==> src/hdl/tbs_pkg.sv <==
// ----------------------------------------------------------------------------
// tbs_pkg
// Shared types, codes and constants of the tone beep sequencer.
// ----------------------------------------------------------------------------
package tbs_pkg;

  // Width of the PWM source clock frequency register.
  localparam int CLK_W     = 28;
  // Width of the trial divisor (divider times tone frequency).
  localparam int DIVISOR_W = 18;
  localparam int FREQ_W    = 10;
  localparam int DIV_W     = 8;
  localparam int WRAP_W    = 16;
  localparam int LEVEL_W   = 15;
  localparam int MS_W      = 10;

  localparam logic [CLK_W-1:0] CLK_HZ_RESET = 28'd125000000;

  // Tone set-up limits.
  localparam logic [WRAP_W-1:0] WRAP_MAX   = 16'd65535;
  localparam logic [WRAP_W-1:0] WRAP_MIN   = 16'd10;
  localparam logic [WRAP_W-1:0] WRAP_RESET = 16'd1000;
  localparam logic [DIV_W-1:0]  DIV_MAX    = 8'd255;
  localparam logic [DIV_W-1:0]  DIV_RESET  = 8'd1;
  // A quotient above this gives a wrap that does not fit in 16 bits.
  localparam logic [CLK_W-1:0]  QUOT_LIMIT = 28'd65536;

  // Operation codes of the input item.
  localparam logic [2:0] OP_TICK     = 3'd0;
  localparam logic [2:0] OP_START    = 3'd1;
  localparam logic [2:0] OP_GAMEPLAY = 3'd2;
  localparam logic [2:0] OP_MENU     = 3'd3;
  localparam logic [2:0] OP_GAMEOVER = 3'd4;
  localparam logic [2:0] OP_STOP     = 3'd5;

  // Sound mode codes of the result item.
  localparam logic [2:0] MODE_IDLE     = 3'd0;
  localparam logic [2:0] MODE_MENU     = 3'd1;
  localparam logic [2:0] MODE_START    = 3'd2;
  localparam logic [2:0] MODE_GAMEPLAY = 3'd3;
  localparam logic [2:0] MODE_GAMEOVER = 3'd4;

  // Tones that the sequencer can ask for.
  typedef enum logic [1:0] {
    FQ_880,
    FQ_440,
    FQ_220,
    FQ_180
  } freq_sel_t;

  function automatic logic [FREQ_W-1:0] tone_freq(input freq_sel_t sel);
    logic [FREQ_W-1:0] f;
    case (sel)
      FQ_880:  f = 10'd880;
      FQ_440:  f = 10'd440;
      FQ_220:  f = 10'd220;
      FQ_180:  f = 10'd180;
      default: f = 10'd440;
    endcase
    return f;
  endfunction

  // Command from the controller to the datapath.
  typedef struct packed {
    logic      set_tone;
    logic      silence;
    freq_sel_t freq;
  } tbs_cmd_t;

  // Status from the datapath to the controller.
  typedef struct packed {
    logic               busy;
    logic               done;
    logic [DIV_W-1:0]   divider;
    logic [WRAP_W-1:0]  wrap;
    logic [LEVEL_W-1:0] level;
  } tbs_status_t;

endpackage

==> src/hdl/tbs_in_if.sv <==
// ----------------------------------------------------------------------------
// tbs_in_if
// Input channel of the tone beep sequencer: one tick or command per transfer.
// ----------------------------------------------------------------------------
interface tbs_in_if;
  logic       valid;
  logic       ready;
  logic [2:0] op;
  logic       active;

  modport source (output valid, output op, output active, input ready);
  modport sink   (input valid, input op, input active, output ready);
endinterface

==> src/hdl/tbs_out_if.sv <==
// ----------------------------------------------------------------------------
// tbs_out_if
// Result channel of the tone beep sequencer: sound state and PWM settings.
// ----------------------------------------------------------------------------
interface tbs_out_if;
  logic                         valid;
  logic                         ready;
  logic [2:0]                   play_mode;
  logic                         tone_on;
  logic [tbs_pkg::DIV_W-1:0]    clock_divider;
  logic [tbs_pkg::WRAP_W-1:0]   pwm_wrap;
  logic [tbs_pkg::LEVEL_W-1:0]  pwm_level;

  modport source (output valid, output play_mode, output tone_on, output clock_divider,
                  output pwm_wrap, output pwm_level, input ready);
  modport sink   (input valid, input play_mode, input tone_on, input clock_divider,
                  input pwm_wrap, input pwm_level, output ready);
endinterface

==> src/hdl/tbs_dp.sv <==
// ----------------------------------------------------------------------------
// tbs_dp
// Tone datapath: clock frequency register, divider search with a bit-serial
// divider, and the divider, wrap and level registers of the PWM tone.
// ----------------------------------------------------------------------------
module tbs_dp (
  input  logic                       clk,
  input  logic                       rst_n,
  input  logic                       cfg_wr_en,
  input  logic [tbs_pkg::CLK_W-1:0]  cfg_wr_data,
  input  tbs_pkg::tbs_cmd_t          cmd,
  output tbs_pkg::tbs_status_t       status
);

  typedef enum logic [1:0] {
    D_IDLE,
    D_MUL,
    D_DIV,
    D_CHECK
  } dstate_t;

  localparam int STEP_W = $clog2(tbs_pkg::CLK_W);
  localparam logic [STEP_W-1:0] STEP_LAST = STEP_W'(tbs_pkg::CLK_W - 1);

  dstate_t                            state_r;
  logic [tbs_pkg::CLK_W-1:0]          clk_hz_r;
  logic [tbs_pkg::FREQ_W-1:0]         freq_r;
  logic [tbs_pkg::DIV_W-1:0]          div_try_r;
  logic [tbs_pkg::DIVISOR_W-1:0]      divisor_r;
  logic [tbs_pkg::CLK_W-1:0]          quot_r;
  logic [tbs_pkg::DIVISOR_W-1:0]      rem_r;
  logic [STEP_W-1:0]                  step_r;
  logic [tbs_pkg::DIV_W-1:0]          divider_r;
  logic [tbs_pkg::WRAP_W-1:0]         wrap_r;
  logic [tbs_pkg::LEVEL_W-1:0]        level_r;
  logic                               done_r;

  logic [tbs_pkg::DIVISOR_W:0]        trial;
  logic [tbs_pkg::DIVISOR_W:0]        diff;
  logic                               fits;
  logic [tbs_pkg::DIVISOR_W-1:0]      rem_nxt;
  logic [tbs_pkg::CLK_W-1:0]          quot_nxt;
  logic                               too_big;
  logic [tbs_pkg::WRAP_W:0]           quot_m1;
  logic [tbs_pkg::WRAP_W-1:0]         wrap_nxt;

  // One restoring division step: bring in the next dividend bit and subtract.
  always_comb begin
    trial    = {rem_r, quot_r[tbs_pkg::CLK_W-1]};
    diff     = trial - {1'b0, divisor_r};
    fits     = (trial >= {1'b0, divisor_r});
    rem_nxt  = fits ? diff[tbs_pkg::DIVISOR_W-1:0] : trial[tbs_pkg::DIVISOR_W-1:0];
    quot_nxt = {quot_r[tbs_pkg::CLK_W-2:0], fits};
  end

  // Check of the finished quotient. A zero quotient makes wrap underflow,
  // so it counts as too large just as a quotient above the limit does.
  always_comb begin
    too_big  = (quot_r == '0) || (quot_r > tbs_pkg::QUOT_LIMIT);
    quot_m1  = quot_r[tbs_pkg::WRAP_W:0] - 17'd1;
    if (too_big) begin
      wrap_nxt = tbs_pkg::WRAP_MAX;
    end else if (quot_m1[tbs_pkg::WRAP_W-1:0] < tbs_pkg::WRAP_MIN) begin
      wrap_nxt = tbs_pkg::WRAP_MIN;
    end else begin
      wrap_nxt = quot_m1[tbs_pkg::WRAP_W-1:0];
    end
  end

  // Configuration register.
  always_ff @(posedge clk) begin
    if (!rst_n) begin
      clk_hz_r <= tbs_pkg::CLK_HZ_RESET;
    end else if (cfg_wr_en) begin
      clk_hz_r <= cfg_wr_data;
    end
  end

  // Divider search sequencing and tone registers.
  always_ff @(posedge clk) begin
    if (!rst_n) begin
      state_r   <= D_IDLE;
      done_r    <= 1'b0;
      divider_r <= tbs_pkg::DIV_RESET;
      wrap_r    <= tbs_pkg::WRAP_RESET;
      level_r   <= '0;
    end else begin
      done_r <= 1'b0;
      case (state_r)
        D_IDLE: begin
          if (cmd.set_tone) begin
            freq_r    <= tbs_pkg::tone_freq(cmd.freq);
            div_try_r <= tbs_pkg::DIV_RESET;
            state_r   <= D_MUL;
          end else if (cmd.silence) begin
            level_r <= '0;
            done_r  <= 1'b1;
          end
        end
        D_MUL: begin
          divisor_r <= {{(tbs_pkg::DIVISOR_W - tbs_pkg::DIV_W){1'b0}}, div_try_r} *
                       {{(tbs_pkg::DIVISOR_W - tbs_pkg::FREQ_W){1'b0}}, freq_r};
          quot_r    <= clk_hz_r;
          rem_r     <= '0;
          step_r    <= '0;
          state_r   <= D_DIV;
        end
        D_DIV: begin
          quot_r <= quot_nxt;
          rem_r  <= rem_nxt;
          step_r <= step_r + 1'b1;
          if (step_r == STEP_LAST) begin
            state_r <= D_CHECK;
          end
        end
        D_CHECK: begin
          if (too_big && (div_try_r < tbs_pkg::DIV_MAX)) begin
            div_try_r <= div_try_r + 1'b1;
            state_r   <= D_MUL;
          end else begin
            divider_r <= div_try_r;
            wrap_r    <= wrap_nxt;
            level_r   <= wrap_nxt[tbs_pkg::WRAP_W-1:1];
            done_r    <= 1'b1;
            state_r   <= D_IDLE;
          end
        end
        default: begin
          state_r <= D_IDLE;
        end
      endcase
    end
  end

  assign status.busy    = (state_r != D_IDLE);
  assign status.done    = done_r;
  assign status.divider = divider_r;
  assign status.wrap    = wrap_r;
  assign status.level   = level_r;

endmodule

==> src/hdl/tbs_ctrl.sv <==
// ----------------------------------------------------------------------------
// tbs_ctrl
// Sequencer controller: takes ticks and commands, keeps the sound mode,
// loop enables, beep phase and millisecond timer, asks the datapath for tone
// changes and holds the result register.
// ----------------------------------------------------------------------------
module tbs_ctrl (
  input  logic                  clk,
  input  logic                  rst_n,
  tbs_in_if.sink                in_if,
  tbs_out_if.source             out_if,
  output tbs_pkg::tbs_cmd_t     cmd,
  input  tbs_pkg::tbs_status_t  status
);

  typedef enum logic [1:0] {
    C_IDLE,
    C_TONE,
    C_OUT
  } cstate_t;

  // Timer loads in milliseconds.
  localparam logic [tbs_pkg::MS_W-1:0] MS_START      = 10'd250;
  localparam logic [tbs_pkg::MS_W-1:0] MS_GAMEOVER   = 10'd700;
  localparam logic [tbs_pkg::MS_W-1:0] MS_GP_BEEP    = 10'd90;
  localparam logic [tbs_pkg::MS_W-1:0] MS_GP_FIRST   = 10'd120;
  localparam logic [tbs_pkg::MS_W-1:0] MS_MENU_ON    = 10'd180;
  localparam logic [tbs_pkg::MS_W-1:0] MS_MENU_OFF   = 10'd500;
  localparam logic [tbs_pkg::MS_W-1:0] MS_MENU_FIRST = 10'd250;

  cstate_t                      state_r;
  tbs_pkg::tbs_cmd_t            cmd_r;
  logic [2:0]                   mode_r, mode_nxt;
  logic                         gp_on_r, gp_on_nxt;
  logic                         menu_on_r, menu_on_nxt;
  logic                         phase_r, phase_nxt;
  logic [tbs_pkg::MS_W-1:0]     ms_r, ms_nxt;
  logic [tbs_pkg::MS_W-1:0]     ms_dec;
  logic                         set_tone_nxt;
  logic                         silence_nxt;
  tbs_pkg::freq_sel_t           freq_nxt;
  logic                         accept;
  logic                         out_valid_r;
  logic                         out_free;
  logic                         out_load;
  logic [2:0]                   out_mode_r;
  logic                         out_tone_on_r;
  logic [tbs_pkg::DIV_W-1:0]    out_div_r;
  logic [tbs_pkg::WRAP_W-1:0]   out_wrap_r;
  logic [tbs_pkg::LEVEL_W-1:0]  out_level_r;

  assign accept   = in_if.valid && in_if.ready;
  assign out_free = !out_valid_r || out_if.ready;
  assign out_load = (state_r == C_OUT) && out_free;

  // Next sequencer state for the item on the input channel.
  always_comb begin
    mode_nxt     = mode_r;
    gp_on_nxt    = gp_on_r;
    menu_on_nxt  = menu_on_r;
    phase_nxt    = phase_r;
    ms_nxt       = ms_r;
    set_tone_nxt = 1'b0;
    silence_nxt  = 1'b0;
    freq_nxt     = tbs_pkg::FQ_440;
    ms_dec       = (ms_r != '0) ? (ms_r - 1'b1) : ms_r;
    case (in_if.op)
      tbs_pkg::OP_TICK: begin
        if (((mode_r == tbs_pkg::MODE_MENU) && !menu_on_r) ||
            ((mode_r == tbs_pkg::MODE_GAMEPLAY) && !gp_on_r)) begin
          // The loop of the current beep mode has been switched off.
          mode_nxt    = tbs_pkg::MODE_IDLE;
          phase_nxt   = 1'b0;
          silence_nxt = 1'b1;
        end else if ((mode_r != tbs_pkg::MODE_IDLE) &&
                     (mode_r <= tbs_pkg::MODE_GAMEOVER)) begin
          ms_nxt = ms_dec;
          if (ms_dec == '0) begin
            case (mode_r)
              tbs_pkg::MODE_START, tbs_pkg::MODE_GAMEOVER: begin
                // One-shot over: fall back to whichever loop is enabled.
                if (gp_on_r) begin
                  mode_nxt     = tbs_pkg::MODE_GAMEPLAY;
                  phase_nxt    = 1'b1;
                  set_tone_nxt = 1'b1;
                  freq_nxt     = tbs_pkg::FQ_440;
                  ms_nxt       = MS_GP_FIRST;
                end else if (menu_on_r) begin
                  mode_nxt     = tbs_pkg::MODE_MENU;
                  phase_nxt    = 1'b1;
                  set_tone_nxt = 1'b1;
                  freq_nxt     = tbs_pkg::FQ_220;
                  ms_nxt       = MS_MENU_FIRST;
                end else begin
                  mode_nxt    = tbs_pkg::MODE_IDLE;
                  silence_nxt = 1'b1;
                end
              end
              tbs_pkg::MODE_MENU: begin
                if (phase_r) begin
                  silence_nxt = 1'b1;
                  phase_nxt   = 1'b0;
                  ms_nxt      = MS_MENU_OFF;
                end else begin
                  set_tone_nxt = 1'b1;
                  freq_nxt     = tbs_pkg::FQ_220;
                  phase_nxt    = 1'b1;
                  ms_nxt       = MS_MENU_ON;
                end
              end
              default: begin
                // Gameplay beeping: equal on and off phases.
                if (phase_r) begin
                  silence_nxt = 1'b1;
                  phase_nxt   = 1'b0;
                end else begin
                  set_tone_nxt = 1'b1;
                  freq_nxt     = tbs_pkg::FQ_440;
                  phase_nxt    = 1'b1;
                end
                ms_nxt = MS_GP_BEEP;
              end
            endcase
          end
        end
      end
      tbs_pkg::OP_START: begin
        menu_on_nxt  = 1'b0;
        mode_nxt     = tbs_pkg::MODE_START;
        set_tone_nxt = 1'b1;
        freq_nxt     = tbs_pkg::FQ_880;
        ms_nxt       = MS_START;
      end
      tbs_pkg::OP_GAMEPLAY: begin
        gp_on_nxt = in_if.active;
        if (in_if.active) begin
          menu_on_nxt  = 1'b0;
          mode_nxt     = tbs_pkg::MODE_GAMEPLAY;
          phase_nxt    = 1'b1;
          set_tone_nxt = 1'b1;
          freq_nxt     = tbs_pkg::FQ_440;
          ms_nxt       = MS_GP_BEEP;
        end else if (mode_r == tbs_pkg::MODE_GAMEPLAY) begin
          mode_nxt    = tbs_pkg::MODE_IDLE;
          phase_nxt   = 1'b0;
          silence_nxt = 1'b1;
        end
      end
      tbs_pkg::OP_MENU: begin
        menu_on_nxt = in_if.active;
        if (in_if.active) begin
          gp_on_nxt    = 1'b0;
          mode_nxt     = tbs_pkg::MODE_MENU;
          phase_nxt    = 1'b1;
          set_tone_nxt = 1'b1;
          freq_nxt     = tbs_pkg::FQ_220;
          ms_nxt       = MS_MENU_ON;
        end else if (mode_r == tbs_pkg::MODE_MENU) begin
          mode_nxt    = tbs_pkg::MODE_IDLE;
          phase_nxt   = 1'b0;
          silence_nxt = 1'b1;
        end
      end
      tbs_pkg::OP_GAMEOVER: begin
        gp_on_nxt    = 1'b0;
        menu_on_nxt  = 1'b0;
        mode_nxt     = tbs_pkg::MODE_GAMEOVER;
        set_tone_nxt = 1'b1;
        freq_nxt     = tbs_pkg::FQ_180;
        ms_nxt       = MS_GAMEOVER;
      end
      tbs_pkg::OP_STOP: begin
        gp_on_nxt   = 1'b0;
        menu_on_nxt = 1'b0;
        mode_nxt    = tbs_pkg::MODE_IDLE;
        phase_nxt   = 1'b0;
        silence_nxt = 1'b1;
      end
      default: begin
        // Unused codes leave the state alone and still give a result.
      end
    endcase
  end

  // Controller state, sequencer state, datapath command and result register.
  always_ff @(posedge clk) begin
    if (!rst_n) begin
      state_r     <= C_IDLE;
      cmd_r       <= '0;
      mode_r      <= tbs_pkg::MODE_IDLE;
      gp_on_r     <= 1'b0;
      menu_on_r   <= 1'b0;
      phase_r     <= 1'b0;
      ms_r        <= '0;
      out_valid_r <= 1'b0;
    end else begin
      // Tone requests are single-cycle pulses, registered from the input transfer.
      cmd_r.set_tone <= accept && set_tone_nxt;
      cmd_r.silence  <= accept && silence_nxt;
      if (out_load) begin
        out_valid_r <= 1'b1;
      end else if (out_if.valid && out_if.ready) begin
        out_valid_r <= 1'b0;
      end
      case (state_r)
        C_IDLE: begin
          if (accept) begin
            mode_r         <= mode_nxt;
            gp_on_r        <= gp_on_nxt;
            menu_on_r      <= menu_on_nxt;
            phase_r        <= phase_nxt;
            ms_r           <= ms_nxt;
            cmd_r.freq     <= freq_nxt;
            state_r        <= (set_tone_nxt || silence_nxt) ? C_TONE : C_OUT;
          end
        end
        C_TONE: begin
          if (status.done) begin
            state_r <= C_OUT;
          end
        end
        C_OUT: begin
          // Load the result once the previous one has been transferred.
          if (out_free) begin
            out_mode_r    <= mode_r;
            out_tone_on_r <= phase_r && ((mode_r == tbs_pkg::MODE_MENU) ||
                                         (mode_r == tbs_pkg::MODE_GAMEPLAY));
            out_div_r     <= status.divider;
            out_wrap_r    <= status.wrap;
            out_level_r   <= status.level;
            state_r       <= C_IDLE;
          end
        end
        default: begin
          state_r <= C_IDLE;
        end
      endcase
    end
  end

  assign cmd                  = cmd_r;
  assign in_if.ready          = (state_r == C_IDLE);
  assign out_if.valid         = out_valid_r;
  assign out_if.play_mode     = out_mode_r;
  assign out_if.tone_on       = out_tone_on_r;
  assign out_if.clock_divider = out_div_r;
  assign out_if.pwm_wrap      = out_wrap_r;
  assign out_if.pwm_level     = out_level_r;

endmodule

==> src/hdl/tone_beep_sequencer.sv <==
// ----------------------------------------------------------------------------
// tone_beep_sequencer
// Beep and jingle sequencer that drives the settings of one PWM tone. Every
// transfer on the input channel is a millisecond tick or a command (start
// jingle, gameplay beeping, menu beeping, game over, stop), and each gives
// exactly one result with the sound mode, the beep phase and the PWM clock
// divider, wrap and level. An item that changes no tone goes straight to
// the result register; one that silences or sets a tone first waits for the
// datapath to report done. A tone search looks for the smallest divider,
// trying dividers from 1 upwards; each try is a multiply, 28 steps of the
// bit-serial divider and a check. For the 180 Hz game-over tone from a
// 125 MHz source the search ends at divider 11. The next input item is
// taken once the result is in the output register, even if that result has
// not yet been transferred. The source clock frequency is written on
// cfg_wr_en; the user must write it only while the block is idle, which the block itself does not enforce.
// ----------------------------------------------------------------------------
module tone_beep_sequencer (
  input  logic                       clk,
  input  logic                       rst_n,
  input  logic                       cfg_wr_en,
  input  logic [tbs_pkg::CLK_W-1:0]  cfg_wr_data,
  tbs_in_if.sink                     in_if,
  tbs_out_if.source                  out_if
);

  tbs_pkg::tbs_cmd_t     cmd;
  tbs_pkg::tbs_status_t  status;

  // Sequencer controller and result register.
  tbs_ctrl u_ctrl (
    .clk    (clk),
    .rst_n  (rst_n),
    .in_if  (in_if),
    .out_if (out_if),
    .cmd    (cmd),
    .status (status)
  );

  // Tone set-up datapath.
  tbs_dp u_dp (
    .clk         (clk),
    .rst_n       (rst_n),
    .cfg_wr_en   (cfg_wr_en),
    .cfg_wr_data (cfg_wr_data),
    .cmd         (cmd),
    .status      (status)
  );

  // No input transfer while the divider search is still running.
  a_no_accept_busy: assert property (@(posedge clk) disable iff (!rst_n)
    (in_if.valid && in_if.ready) |-> !status.busy)
    else $error("input transfer while the tone datapath is busy");

  // A finished tone set-up leaves a wrap within the clamp range.
  a_wrap_range: assert property (@(posedge clk) disable iff (!rst_n)
    status.done |-> (status.wrap >= tbs_pkg::WRAP_MIN))
    else $error("tone wrap below its minimum");

  // The compare level never exceeds half the wrap.
  a_level_bound: assert property (@(posedge clk) disable iff (!rst_n)
    status.level <= status.wrap[tbs_pkg::WRAP_W-1:1])
    else $error("PWM level above half the wrap");

  // The divider in use is never zero.
  a_divider_nonzero: assert property (@(posedge clk) disable iff (!rst_n)
    status.divider != '0)
    else $error("PWM clock divider is zero");

endmodule

==> src/flat_wrapper.sv <==
// flat-port wrapper written by rule: the top's interface ports become plain ports
module tone_beep_sequencer_flat 
  (clk, rst_n, cfg_wr_en, cfg_wr_data, in_if_valid, in_if_op, in_if_active, in_if_ready, out_if_valid, out_if_play_mode, out_if_tone_on, out_if_clock_divider, out_if_pwm_wrap, out_if_pwm_level, out_if_ready);
  tbs_in_if in_if_i ();
  tbs_out_if out_if_i ();
  input  logic clk;
  input  logic rst_n;
  input  logic cfg_wr_en;
  input  logic [tbs_pkg::CLK_W-1:0] cfg_wr_data;
  input wire logic [$bits(in_if_i.valid)-1:0] in_if_valid;
  input wire logic [$bits(in_if_i.op)-1:0] in_if_op;
  input wire logic [$bits(in_if_i.active)-1:0] in_if_active;
  output wire logic [$bits(in_if_i.ready)-1:0] in_if_ready;
  output wire logic [$bits(out_if_i.valid)-1:0] out_if_valid;
  output wire logic [$bits(out_if_i.play_mode)-1:0] out_if_play_mode;
  output wire logic [$bits(out_if_i.tone_on)-1:0] out_if_tone_on;
  output wire logic [$bits(out_if_i.clock_divider)-1:0] out_if_clock_divider;
  output wire logic [$bits(out_if_i.pwm_wrap)-1:0] out_if_pwm_wrap;
  output wire logic [$bits(out_if_i.pwm_level)-1:0] out_if_pwm_level;
  input wire logic [$bits(out_if_i.ready)-1:0] out_if_ready;
  assign in_if_i.valid = in_if_valid;
  assign in_if_i.op = in_if_op;
  assign in_if_i.active = in_if_active;
  assign in_if_ready = in_if_i.ready;
  assign out_if_valid = out_if_i.valid;
  assign out_if_play_mode = out_if_i.play_mode;
  assign out_if_tone_on = out_if_i.tone_on;
  assign out_if_clock_divider = out_if_i.clock_divider;
  assign out_if_pwm_wrap = out_if_i.pwm_wrap;
  assign out_if_pwm_level = out_if_i.pwm_level;
  assign out_if_i.ready = out_if_ready;
  tone_beep_sequencer u_core (.clk(clk), .rst_n(rst_n), .cfg_wr_en(cfg_wr_en), .cfg_wr_data(cfg_wr_data), .in_if(in_if_i), .out_if(out_if_i));
endmodule
==> config.mk <==
export PLATFORM = sky130hd
export DESIGN_NAME = tone_beep_sequencer_flat
export DESIGN_NICKNAME = d
export VERILOG_FILES = /design/src/hdl/tbs_pkg.sv /design/src/hdl/tbs_in_if.sv /design/src/hdl/tbs_out_if.sv /design/src/hdl/tbs_dp.sv /design/src/hdl/tbs_ctrl.sv /design/src/hdl/tone_beep_sequencer.sv /design/src/flat_wrapper.sv
export SDC_FILE = /design/constraint.sdc
export NUM_CORES = 1
export LEC_CHECK = 0
export BUFFER_PORTS_ARGS = -buffer_cell sky130_fd_sc_hd__buf_4
export CORE_MARGIN = 5
export CORE_UTILIZATION = 59
export CTS_CLUSTER_DIAMETER = 40
export DETAILED_ROUTE_END_ITERATION = 10
export GPL_TIMING_DRIVEN = 0
export PLACE_DENSITY = 0.78
export SLEW_MARGIN = 20
export SYNTH_ARGS = -nofsm -noshare
export SYNTH_HDL_FRONTEND = slang
export SYNTH_SLANG_ARGS = --single-unit
==> constraint.sdc <==
create_clock -name clk -period 8 [get_ports clk]
set_input_delay 1.6 -clock clk [delete_from_list [all_inputs] [get_ports clk]]
set_output_delay 1.6 -clock clk [all_outputs]
set_load 0.1 [all_outputs]
After elaboration in Yosys (flattened, before gate mapping)
Index checks and enable logic that the tools add are counted.
Widths: inputs -> output; s select.
{"block": "word_totals", "ff_bits": 223, "out_inout_bits": 45}
{"block": "classes", "n_lt_le_gt_ge": 5, "mux": 95, "n_addsub": 5, "n_eq_ne": 37, "n_reduce_logical": 54, "mul": 1, "bitwise": 1}
{"cell": "$mux 10", "n": 8}
{"cell": "$pmux 28 s2", "n": 1}
{"cell": "$pmux 10 s5", "n": 1}
{"cell": "$mux 15", "n": 3}
{"cell": "$pmux 10 s4", "n": 1}
{"cell": "$mux 1", "n": 37}
{"cell": "$pmux 18 s2", "n": 1}
{"cell": "$mux 16", "n": 2}
{"cell": "$pmux 15 s2", "n": 1}
{"cell": "$gt 28x17->1 const B", "n": 1}
{"cell": "$logic_not 28->1", "n": 1}
{"cell": "$mux 2", "n": 14}
{"cell": "$mux 3", "n": 8}
{"cell": "$ne 2x2->1 const B", "n": 10}
{"cell": "$pmux 10 s2", "n": 1}
{"cell": "$ge 19x18->1", "n": 1}
{"cell": "$mul 8x10->18", "n": 1}
{"cell": "$mux 18", "n": 1}
{"cell": "$pmux 3 s6", "n": 1}
{"cell": "$sub 18x18->18", "n": 1}
{"cell": "$lt 16x4->1 const B", "n": 1}
{"cell": "$mux 8", "n": 2}
{"cell": "$pmux 2 s4", "n": 2}
{"cell": "$pmux 8 s2", "n": 1}
{"cell": "42 further kinds", "n": 97}

Logic depth before layout (Yosys ltp)
{"block": "depth", "word_depth": 11, "mapped_depth": 17, "depth_no_buf": 16}

Cells and area by module
A second synthesis with hierarchy kept.
{"block": "unflattened", "hier_cells": 1194, "hier_area_um2": 12605.8}
{"module": "tbs_dp", "seq_area_each_um2": 3863.7, "instances": 1, "area_per_inst_um2": 9258.9, "cells_per_inst": 865}
{"module": "tbs_ctrl", "seq_area_each_um2": 1751.7, "instances": 1, "area_per_inst_um2": 3347.0, "cells_per_inst": 329}

Least setup slack after synthesis
Ideal clock, no wire load.
{"block": "synth_timing", "path_kind": "input to register", "from": "input rst_n", "to": "register u_core.u_ctrl.out_div_r (netlist bit u_core.u_ctrl.out_if.clock_divider[0]), enable pin", "setup_time_ps": 508, "setup_slack_ps": 2315, "arrival_ps": 5176, "required_ps": 7492, "cell_stages": 3, "cell_sequence": "clkinv_1 clkbuf_1 a211oi_1"}
{"block": "synth_via", "elab_chain_cells": 1}
{"element": "from (decl)", "line_no": "flat_wrapper.sv:7", "source": "input logic rst_n;"}
{"element": "$reduce_and 3->1 (no source line)"}
{"element": "to (signal assigned)", "line_no": "tbs_ctrl.sv:228", "source": "out_div_r <= status.divider;"}
{"element": "to (decl)", "line_no": "tbs_ctrl.sv:48", "source": "logic [tbs_pkg::DIV_W-1:0] out_div_r;"}
No other way between the ends.
A chain may end at the register's enable or synchronous reset.

Final worst setup path
{"block": "layout_timing", "from": "register u_core.u_dp.div_try_r[5] (netlist bit)", "to": "register u_core.u_dp.divisor_r[16] (netlist bit), data pin"}
{"block": "layout_via", "elab_chain_cells": 1}
{"element": "from (decl)", "line_no": "tbs_dp.sv:28", "source": "logic [tbs_pkg::DIV_W-1:0] div_try_r;"}
{"element": "from (signal assigned)", "line_no": "tbs_dp.sv:93", "source": "div_try_r <= tbs_pkg::DIV_RESET;"}
{"element": "from (signal assigned)", "line_no": "tbs_dp.sv:118", "source": "div_try_r <= div_try_r + 1'b1;"}
{"element": "$mul 8x10->18", "line_no": "tbs_dp.sv:101", "source": "divisor_r <= {{(tbs_pkg::DIVISOR_W - tbs_pkg::DIV_W){1'b0}}, div_try_r} *"}
{"element": "to (signal assigned)", "line_no": "tbs_dp.sv:101"}
{"element": "to (decl)", "line_no": "tbs_dp.sv:29", "source": "logic [tbs_pkg::DIVISOR_W-1:0] divisor_r;"}
No other way between the ends.

==> run_results.csv <==
group,metric,value,unit
worst_setup_path,crit_arrival,5.08,ns
worst_setup_path,cp_max_fo,10,
sta,layout_setup_ws,3.216,ns
route,vias,9499,
global_route,antenna_found_initial,0,
route,dr_wl_met2,14.41,mm
route,first_iter_violations,726,
pwr,p_switching,1714,uW
route,first_pass_iters,5,
finish,final_common_cell,"edfxtp_1",
placement,hpwl,20.94,mm
hold_path,hold_path.class,"reg -> reg",
sta,max_slew.worst_pin.slew,1.064,ns
finish,fin_util,69.36,%
sta,hold_viol,0,
floorplanning,die_y,155.1,um
route,ant_nets,0,
yosys,synth.cell_area,0.01242,mm^2
route,wire_per_inst,18.20,um
pwr,p_int,3025,uW
worst_setup_path,critPathRequiredTime,8.30,ns
route,drc_errors,0,
job,drv_cap,0,
global_route,grt_pass1_vias,9584,
yosys,synth_area_leader_cell,"edfxtp_1",
sta,skew,0.02910,ns
yosys,syn_area_per_cell,10.27,um^2
sta,fin_crit,4.784,ns
worst_setup_path,end_kind,"flip-flop",
worst_setup_path,rrSetupSlack,3.22,ns
floorplanning,die-area,0.02405,mm^2
global_route,grtUsageTotal,24.67,%
yosys,synthFlopType,"edfxtp_1",
yosys,synth_async_sr_flop_share,0,%
cts,cts_resized,0,
cts,cts_tree,"yes",
placement,place_ws,3.217,ns
finish,n_antenna_cell,0,
yosys,ys_seq_elements,218,
pwr,powerDensity,327.1,mW/mm^2
route,vias_per_cell,5.856,
floorplanning,fp-row-count,53,
cts,path_clk_slew,0.06,ns
placement,portBuffers,79,
sta,slew_headroom,28.41,%
cts,cts-root-buf,"clkbuf_16",
finish,final_cell_mix,"edfxtp_1, nor2_1, inv_1, dfxtp_1, nand2_1",
route,wl_met3,1.901,mm
floorplanning,io_pins,82,
pwr,combPwrFrac,39.3,%
yosys,synth_fp_nets,1350,
cts,post_cts_buffers,0,
pwr,switching_share,36.16,%
floorplanning,initial_utilization,59.45,%
placement,finalWeightedCongestion,0.8939,
yosys,ys_seq_area_share,45.22,%
cts,ctsHoldBuffers,0,
yosys,ys_warn_count,0,
cts,cts_sinks,218,
worst_setup_path,start_kind,"flip-flop",
worst_setup_path,critPathKind,"reg -> reg",
yosys,netlist-cell-type-count,72,
finish,drive_above_1_share,14.55,%
sta,rsz0062_at_grt,"no",
cts,clockBufferDepth,3,
sta,finalCritPeriodShare,59.80,%
finish,fin_area,0.01449,mm^2
pwr,p_seq_share,31.2,%
yosys,synth-edff-count,125,
global_route,grt_max_degree,52,
floorplanning,die-width,155.1,um
sta,final_max_slew_viol_count,0,
pwr,irDropWorstVdd,0.2360,mV
yosys,syn_inst,1209,
finish,syn2layout_area_growth,16.66,%
floorplanning,core_area,0.02089,mm^2
global_route,grt_first_pass_wirelength,48.40,mm
global_route,grt_overflow,0,
cts,clk-insertion-delay-late,0.57,ns
status,status,"completed",
route,drt_wl_total,29.52,mm
yosys,synth_area_leaders,"edfxtp_1, dfxtp_1, ha_1",
yosys,netlist.area_leader.share,30.23,%
placement,placement.cell_area,0.01342,mm^2
route,wl_met1,12.45,mm
cts,cts_made_buffers,30,
sta,setup_viol,0,
sta,fin_tns_setup,0,ns
pwr,p_leak,0.005808,uW
route,highest_layer,"met4",
pwr,pwr-share-clk,29.5,%
finish,fin_nets,1464,
cts,h-tree-depth,1,
sta,fmax,0.2090,GHz
[critical path, stage by stage (launching register included)]
cell,delay (ns)
edfxtp_1,0.34
clkbuf_1,0.38
inv_1,0.17
fa_1,0.53
fa_1,0.55
inv_1,0.06
fa_1,0.52
inv_1,0.05
fa_1,0.54
inv_1,0.05
ha_1,0.24
o41ai_1,0.66
o211a_1,0.25
nor3_1,0.06
xor2_1,0.14
[stage by stage]
step | hold slack (ns) | power, uW | instances
6_report | 0.4306 | 4739 | 1622
5_1_grt | 0.4431 | 5063 | 1622
4_1_cts | 0.4295 | 4757 | 1622
3_5_place_dp | 0.4132 | 3341 | 1566
3_3_place_gp | 0.4129 | 3265 | 1563
2_1_floorplan | 0.4030 | 2927 | 1209
[Yosys cell counts (all sizes together), types with 7 or more instances]
| cell | count |
|---|---|
| nor4 | 8 |
| mux2 | 28 |
| or3 | 12 |
| o21ai | 50 |
| nor2 | 107 |
| nand3 | 33 |
| edfxtp | 125 |
| nand4 | 8 |
| nand2 | 84 |
| ha | 68 |
| dfxtp | 93 |
| and3 | 8 |
| nand2b | 12 |
| o211ai | 8 |
| nor3 | 31 |
| inv | 104 |
| clkbuf | 39 |
| o2bb2ai | 11 |
| or2 | 8 |
| mux2i | 49 |
| buf | 12 |
| xor2 | 15 |
| a21o | 7 |
| a21oi | 58 |
| xnor2 | 34 |
| fa | 36 |
| a31oi | 9 |
| o21a | 8 |
| and2 | 52 |
[area by class of cell]
type | count | area (um^2)
multi-input combinational | 834 | 6215
clock inverter | 19 | 259.0
clock buffer | 37 | 808.3
timing repair buffer | 82 | 638.1
tap | 275 | 344.1
fill | 1570 | 6401
buffer | 51 | 210.2
inverter | 106 | 397.9
sequential | 218 | 5615
[logic make-up (layout without fill, tap and decap cells)]
family | Yosys count | after routing | synth area share (%)
DFF | 218 | 218 | 45.22
xor gates and xnor gates | 49 | 49 | 3.456
muxes | 77 | 77 | 6.489
adders and majority gates | 104 | 104 | 12.65
buffers and inverters | 157 | 295 | 4.897
and+or+nand+nor | 393 | 393 | 15.98
AOI/OAI and AO/OA | 211 | 211 | 11.30
[worst paths after layout]
| kind | to | startpoint | cells past startpoint |
|---|---|---|---|
| max | u_core.u_dp.divisor_r[16] | u_core.u_dp.div_try_r[5] | 14 |
| min | u_core.u_ctrl.out_if.pwm_wrap[11] | u_core.u_dp.wrap_r[11] | 0 |
| max reg2reg | u_core.u_dp.divisor_r[16] | u_core.u_dp.div_try_r[5] | 14 |
| min reg2reg | u_core.u_ctrl.out_if.pwm_wrap[11] | u_core.u_dp.wrap_r[11] | 0 |
[per-layer routing]
metal | up-vias | track usage (%)
met5 | - | 0
met4 | 0 | 7.653
met3 | 59 | 3.811
met2 | 311 | 41.38
met1 | 4613 | 33.21
li1 | 4516 | -
[registers in the layout, indices dropped and copies added (netlist names), 4 cells and up]
signal,cells
u_core.u_dp.clk_hz_r,28
u_core.u_dp.quot_r,28
u_core.u_dp.rem_r,18
u_core.u_ctrl.out_if.pwm_wrap,16
u_core.u_dp.divisor_r,16
u_core.u_dp.wrap_r,16
u_core.u_ctrl.out_if.pwm_level,15
u_core.u_dp.level_r,15
u_core.u_ctrl.ms_r,10
u_core.u_ctrl.out_if.clock_divider,8
u_core.u_dp.div_try_r,8
u_core.u_dp.divider_r,8
u_core.u_dp.freq_r,7
u_core.u_dp.step_r,5
u_core.u_ctrl.cmd,4
[power by group through the flow]
stage | registers, uW | clock network (uW) | logic [uW]
6_report | 1480 | 1400 | 1860
5_1_grt | 1490 | 1470 | 2100
4_1_cts | 1480 | 1410 | 1870
3_5_place_dp | 1500 | 0 | 1840
3_3_place_gp | 1500 | 0 | 1770
2_1_floorplan | 1520 | 0 | 1410
Power figures use the tool's default switching activity.
